File: config.mk
export PLATFORM = sky130hd
export DESIGN_NAME = rtc_temperature_offset_dither
export DESIGN_NICKNAME = d
export VERILOG_FILES = /design/src/rtl/rtod_pkg.sv /design/src/rtl/rtc_temperature_offset_dither.sv
export VERILOG_INCLUDE_DIRS = /design/src /design/src/rtl
export SDC_FILE = /design/constraint.sdc
export NUM_CORES = 1
export LEC_CHECK = 0
export BUFFER_PORTS_ARGS = -buffer_cell sky130_fd_sc_hd__buf_2
export CAP_MARGIN = 10
export CORE_ASPECT_RATIO = 0.6
export CORE_MARGIN = 2
export CORE_UTILIZATION = 30
export DETAILED_ROUTE_END_ITERATION = 12
export MAX_ROUTING_LAYER = met4
export PLACE_DENSITY = 0.48
export SETUP_SLACK_MARGIN = 0.5
export SLEW_MARGIN = 5
export SYNTH_ARGS = -nofsm -noshare
export SYNTH_HDL_FRONTEND = slang
export SYNTH_SLANG_ARGS = --single-unit
File: constraint.sdc
create_clock -name i_clk -period 29.7 [get_ports i_clk]
set_input_delay 4.455 -clock i_clk [delete_from_list [all_inputs] [get_ports i_clk]]
set_output_delay 4.455 -clock i_clk [all_outputs]
set_load 0.005 [all_outputs]
File: src/rtl/assert_macros.svh
// Assertion macros for the RTL files.
`ifndef ASSERT_MACROS_SVH
`define ASSERT_MACROS_SVH

// The condition holds at every clock edge outside reset.
`define ASSERT_ALWAYS(label, clk, rst_n, cond, msg) \
    label: assert property (@(posedge clk) disable iff (!rst_n) (cond)) else $error(msg);

// The consequent holds in the cycle after the antecedent.
`define ASSERT_NEXT(label, clk, rst_n, ante, cons, msg) \
    label: assert property (@(posedge clk) disable iff (!rst_n) (ante) |=> (cons)) \
        else $error(msg);

`endif

File: src/rtl/rtod_pkg.sv
`default_nettype none
package rtod_pkg;

    localparam int unsigned TempW   = 7;
    localparam int unsigned TrimW   = 6;
    localparam int unsigned CodeW   = 7;
    localparam int unsigned StageW  = 4;
    localparam int unsigned IdxW    = 5;
    localparam int unsigned CurveW  = 8;
    localparam int unsigned SumW    = 10;
    localparam int unsigned ProdW   = 29;
    localparam int unsigned ScaledW = 9;

    localparam logic [TempW-1:0]  CenterC    = 7'd25;
    localparam logic [IdxW-1:0]   MaxIndex   = 5'd27;
    localparam logic [StageW-1:0] StageLast  = 4'd9;
    localparam logic [7:0]        CodeBase   = 8'h80;
    localparam logic [18:0]       ScaleRecip = 19'd343800;
    localparam logic [7:0]        TenRecip   = 8'd205;
    localparam logic [7:0]        SatMax     = 8'd255;

    localparam logic [2:0] AddrTrim = 3'd0;

    function automatic logic [CurveW-1:0] curve_lookup(input logic [IdxW-1:0] idx);
        logic [CurveW-1:0] v;
        case (idx)
            5'd0:  v = 8'd0;
            5'd1:  v = 8'd0;
            5'd2:  v = 8'd1;
            5'd3:  v = 8'd3;
            5'd4:  v = 8'd6;
            5'd5:  v = 8'd9;
            5'd6:  v = 8'd13;
            5'd7:  v = 8'd17;
            5'd8:  v = 8'd22;
            5'd9:  v = 8'd28;
            5'd10: v = 8'd35;
            5'd11: v = 8'd42;
            5'd12: v = 8'd50;
            5'd13: v = 8'd59;
            5'd14: v = 8'd69;
            5'd15: v = 8'd79;
            5'd16: v = 8'd90;
            5'd17: v = 8'd101;
            5'd18: v = 8'd113;
            5'd19: v = 8'd126;
            5'd20: v = 8'd140;
            5'd21: v = 8'd154;
            5'd22: v = 8'd169;
            5'd23: v = 8'd185;
            5'd24: v = 8'd202;
            5'd25: v = 8'd219;
            5'd26: v = 8'd237;
            default: v = 8'd255;
        endcase
        return v;
    endfunction

endpackage
`default_nettype wire

File: src/rtl/rtc_temperature_offset_dither.sv
// Temperature-driven digital offset code for a clock chip, with a ten-step dither.
// Requests arrive on the slave stream: tdata carries the temperature in whole
// degrees Celsius, tuser carries the reinit flag that clears the dither stage
// before the request is processed. Each request yields exactly one result on the
// master stream: the offset code and the dither stage used for it.
// The trim register sits at APB address 0; the user must write it only while
// idle, as the block does not enforce this. The input register loads at the
// accepting edge and the result register when the request advances, with the
// table lookup, the constant scaling and the digit split in between. The sustained
// rate is one request per cycle while the receiver does not stall.
// When the receiver stalls, the result register holds and the input register
// fills; the slave side then stalls too, and nothing is lost or repeated.
// Reset clears both valid flags, the dither stage and the trim register.
`default_nettype none
`include "assert_macros.svh"
module rtc_temperature_offset_dither
    import rtod_pkg::*;
(
    input  wire logic        i_clk,
    input  wire logic        i_rst_n,
    input  wire logic        i_s_axis_tvalid,
    output logic             o_s_axis_tready,
    input  wire logic [7:0]  i_s_axis_tdata,   // [6:0] temperature, [7] zero
    input  wire logic        i_s_axis_tuser,   // [0] reinit
    output logic             o_m_axis_tvalid,
    input  wire logic        i_m_axis_tready,
    output logic [15:0]      o_m_axis_tdata,   // [6:0] offset_code, [10:7] dither_stage
    input  wire logic        i_psel,
    input  wire logic        i_penable,
    input  wire logic        i_pwrite,
    input  wire logic [2:0]  i_paddr,
    input  wire logic [31:0] i_pwdata,
    output logic [31:0]      o_prdata,
    output logic             o_pready
);

    logic               r_in_valid;
    logic [TempW-1:0]   r_temp;
    logic               r_reinit;
    logic               r_out_valid;
    logic [CodeW-1:0]   r_code;
    logic [StageW-1:0]  r_used;
    logic [StageW-1:0]  r_stage;
    logic [TrimW-1:0]   r_trim;

    logic               advance;
    logic               in_fire;
    logic [StageW-1:0]  used;
    logic [StageW-1:0]  n_stage;
    logic [TempW-1:0]   dist_raw;
    logic [IdxW-1:0]    tab_idx;
    logic [SumW-1:0]    sum;
    logic [ProdW-1:0]   prod;
    logic [ScaledW-1:0] scaled_raw;
    logic [7:0]         scaled;
    logic [15:0]        tens_prod;
    logic [4:0]         tens;
    logic [3:0]         units;
    logic [4:0]         weight;
    logic [CodeW-1:0]   n_code;
    logic [7:0]         code_full;

    assign advance         = r_in_valid && (!r_out_valid || i_m_axis_tready);
    assign o_s_axis_tready = !r_in_valid || advance;
    assign in_fire         = i_s_axis_tvalid && o_s_axis_tready;

    always_comb begin
        used     = r_reinit ? '0 : r_stage;
        n_stage  = (used == StageLast) ? '0 : used + 4'd1;
        dist_raw = (r_temp < CenterC) ? (CenterC - r_temp) : (r_temp - CenterC);
        tab_idx  = (dist_raw > TempW'(MaxIndex)) ? MaxIndex : dist_raw[IdxW-1:0];
        sum      = SumW'(curve_lookup(tab_idx)) + SumW'(r_trim) * SumW'(10);
        prod     = ProdW'(sum) * ProdW'(ScaleRecip);
        scaled_raw = prod[ProdW-1:ProdW-ScaledW];
        scaled   = scaled_raw[8] ? SatMax : scaled_raw[7:0];
        tens_prod = 16'(scaled) * 16'(TenRecip);
        tens     = tens_prod[15:11];
        units    = 4'(scaled - 8'(tens) * 8'd10);
        weight   = tens + ((used <= units) ? 5'd1 : 5'd0);
        code_full = CodeBase - 8'(weight);
        n_code   = (weight != '0) ? code_full[CodeW-1:0] : '0;
    end

    always_ff @(posedge i_clk) begin
        if (!i_rst_n) begin
            r_in_valid  <= 1'b0;
            r_out_valid <= 1'b0;
            r_stage     <= '0;
            r_trim      <= '0;
        end else begin
            if (in_fire) begin
                r_in_valid <= 1'b1;
            end else if (advance) begin
                r_in_valid <= 1'b0;
            end
            if (advance) begin
                r_out_valid <= 1'b1;
                r_stage     <= n_stage;
            end else if (i_m_axis_tready) begin
                r_out_valid <= 1'b0;
            end
            if (i_psel && i_penable && i_pwrite && o_pready && i_paddr == AddrTrim) begin
                r_trim <= i_pwdata[TrimW-1:0];
            end
        end
    end

    always_ff @(posedge i_clk) begin
        if (in_fire) begin
            r_temp   <= i_s_axis_tdata[TempW-1:0];
            r_reinit <= i_s_axis_tuser;
        end
        if (advance) begin
            r_code <= n_code;
            r_used <= used;
        end
    end

    assign o_m_axis_tvalid = r_out_valid;
    assign o_m_axis_tdata  = {5'd0, r_used, r_code};
    assign o_pready        = 1'b1;
    assign o_prdata        = (i_paddr == AddrTrim) ? 32'(r_trim) : '0;

    `ASSERT_ALWAYS(a_stage_range, i_clk, i_rst_n, r_stage <= StageLast, "dither stage out of range")
    `ASSERT_ALWAYS(a_code_range, i_clk, i_rst_n,
        !r_out_valid || r_code == '0 || r_code >= 7'd102, "offset code out of range")
    `ASSERT_NEXT(a_stage_step, i_clk, i_rst_n, advance && !r_reinit,
        r_stage == (($past(r_stage) == StageLast) ? 4'd0 : $past(r_stage) + 4'd1),
        "dither stage did not advance")
    `ASSERT_NEXT(a_result_used, i_clk, i_rst_n, advance && r_reinit,
        r_used == 4'd0 && r_stage == 4'd1, "reinit did not clear the dither stage")

endmodule
`default_nettype wire

==> results_dict.tcl <==
set metrics [dict create \
    core_area_um2 23200 \
    drcViolationCount 0 \
    drive_above_1_share 0.0950 \
    portBuffers 42 \
    hp-class "flip-flop to flip-flop" \
    gp_congestion 0.827 \
    synthArstFlopShare 0 \
    dr.first_iter.drc_count 268 \
    post_cts_buffers 0 \
    regArea_um2 781 \
    reg2reg_slack_ps 11410 \
    yosys_warnings 0 \
    cp-end-kind "flip-flop" \
    firstDrtPassIters 4 \
    clock_path_buffers 2 \
    post_drt_via_cell_ratio 4.50 \
    synth_fa_ha_area_frac 0.444 \
    synthToLayoutAreaGrowth_pct 8.09 \
    synth_cells 782 \
    cts_max_level 2 \
    worst_slew_margin_rel 0.289 \
    nets 1085 \
    crit_path_start_kind "flip-flop" \
    die_width_um 203 \
    fill_cells 2439 \
    multiInputGateArea_um2 5640 \
    synth_ff_type "edfxtp_1" \
    outcome "completed" \
    track_usage 0.142 \
    yosysSeqAreaShare 0.109 \
    period_needed_ps 18290 \
    setup_tns_ps 0 \
    synth-edff-count 18 \
    wl_per_cell_um 14.4 \
    cts_tree "done" \
    cpPeakStageDelay_ps 530 \
    dp_hpwl_mm 14.6 \
    vias 5122 \
    stdcell_count 1137 \
    final_util 0.332 \
    clock_tree.root_cell "clkbuf_16" \
    grt_overflow 0 \
    grt_pass1_vias 4879 \
    maxCapViolCount 0 \
    criticalPathCategory "flip-flop to flip-flop" \
    dieHeight_um 124 \
    start_util 0.307 \
    clk_pin_slew_ps 50 \
    cts_hold_buffers 0 \
    synth_top_family_by_area "adder cells" \
    io_pins 102 \
    dieArea_um2 25100 \
    rsz0062_at_grt "no" \
    yosys.area_share.simple 0.130 \
    arrival_ps 18310 \
    clock_latency_ps 270 \
    setup_viol 0 \
    min_path_cells 1 \
    crit_family "adder cells" \
    yosysUniqueCellTypes 76 \
    synthXorXnorAreaFrac 0.0331 \
    grt_max_degree 20 \
    period_share 0.616 \
    yosys.area.top_type_share 0.259 \
    finalMaxSlewViolations 0 \
    cts_sinks 30 \
    syn_area_um2 7140 \
    pre_cts_ws_ps 11420 \
    crit_slowest_cell "fa_1" \
    routed_wl_mm 16.3 \
    worstMarginPinSlew_ps 1060 \
    grt_antenna_before_repair 0 \
    synthTopCellsByArea "ha_1 (26%), fa_1 (19%), edfxtp_1 (7.6%)" \
    rows 43 \
    worst_path_most_repeated_cell "ha_1" \
    cts_resized 0 \
    cp.required_ps 29720 \
    antenna_left 0 \
    r2r_cells 80 \
    crit_buf_inv 12 \
    final.setup.worst_slack_ps 11410 \
    ys_ff_latch 30 \
    max_freq_mhz 54.7 \
    crit_cells 80 \
    finClkSkew_ps 4.61 \
    synth_top_area_cell "ha_1" \
    synth.avg_cell_area_um2 9.13 \
    grt_pass1_wl_mm 26.9 \
    path_max_fanout 6 \
    hold_violations 0 \
    cts_buffers 5 \
    synth-compound-area-share 0.142 \
    dp_cells 1128 \
    synth.area.mux_share 0.0238 \
]
==> state kept, by name, indices dropped and copies added (netlist names) <==
name and flops:
o_m_axis_tvalid 1, r_code 6, r_in_valid 1, r_reinit 1, r_stage 4, r_temp 7
r_trim 6, r_used 4
==> cells in the mapped netlist (all sizes together), types with 4 or more instances <==
cell type,number
inv,141
clkbuf,4
o21bai,5
a2111oi,4
o211ai,4
o21a,8
xor2,5
nand2,37
fa,66
buf,39
nor3,15
a21oi,33
mux2,5
edfxtp,18
nand4,6
ha,148
a21o,12
nor2,32
a21boi,5
nand3,10
o31ai,4
dfxtp,12
o21ai,30
and2,11
nand2b,10
mux2i,11
a211oi,7
xnor2,22
nor2b,24
or2,6
==> layer usage <==
metal / vias to the layer above / track usage / wire length, um
met2: 60 / 0.175 / 5660
met3: 2 / 0.0158 / 506
li1: 2671 / - / -
met5: - / - / 0
met4: 0 / 0.00821 / 30
met1: 2389 / 0.241 / 10100
==> layout make-up <==
class	instances	share of cell area
diodes	1	0.000324
clock buffers	7	0.0185
clock inverters	1	0.000648
inverters	141	0.0686
multi-input cells	598	0.731
flip-flops and latches	30	0.101
well taps	315	0.0511
repair buffers	44	0.0292
==> cell usage in the layout (no fill, tap or decap), drive strengths merged, types with 15 or more instances in the layout <==
cell    count
nor2       32
ha        148
inv       141
nand2      37
o21ai      30
buf        44
nor3       15
edfxtp     18
fa         66
xnor2      22
conb       32
nor2b      24
a21oi      33
==> final timing paths <==
check	from	endpoint
max	r_temp[1]	r_code[5]
min	r_in_valid	o_m_axis_tvalid
max reg2reg	r_temp[1]	r_code[5]
min reg2reg	r_in_valid	o_m_axis_tvalid
==> per-stage QoR <==
stage / cell area, um^2 / hold WS [ps]
2_1_floorplan: 7250 / 482
3_3_place_gp: 7570 / 517
3_5_place_dp: 7570 / 513
4_1_cts: 7720 / 526
5_1_grt: 7720 / 562
6_report: 7720 / 529
==> logic make-up (layout without fill, tap and decap cells) <==
family,after synthesis,count (layout)
xor gates and xnor gates,27,27
other,2,33
DFF,30,30
muxes,16,16
and+or+nand+nor,173,173
buffers and inverters,184,193
adders and majority gates,214,214
AOI/OAI and AO/OA,136,136
Power is left out: the tool's default activity adds up to more than one toggle a clock period on the data nets, which glitch-free logic cannot reach.
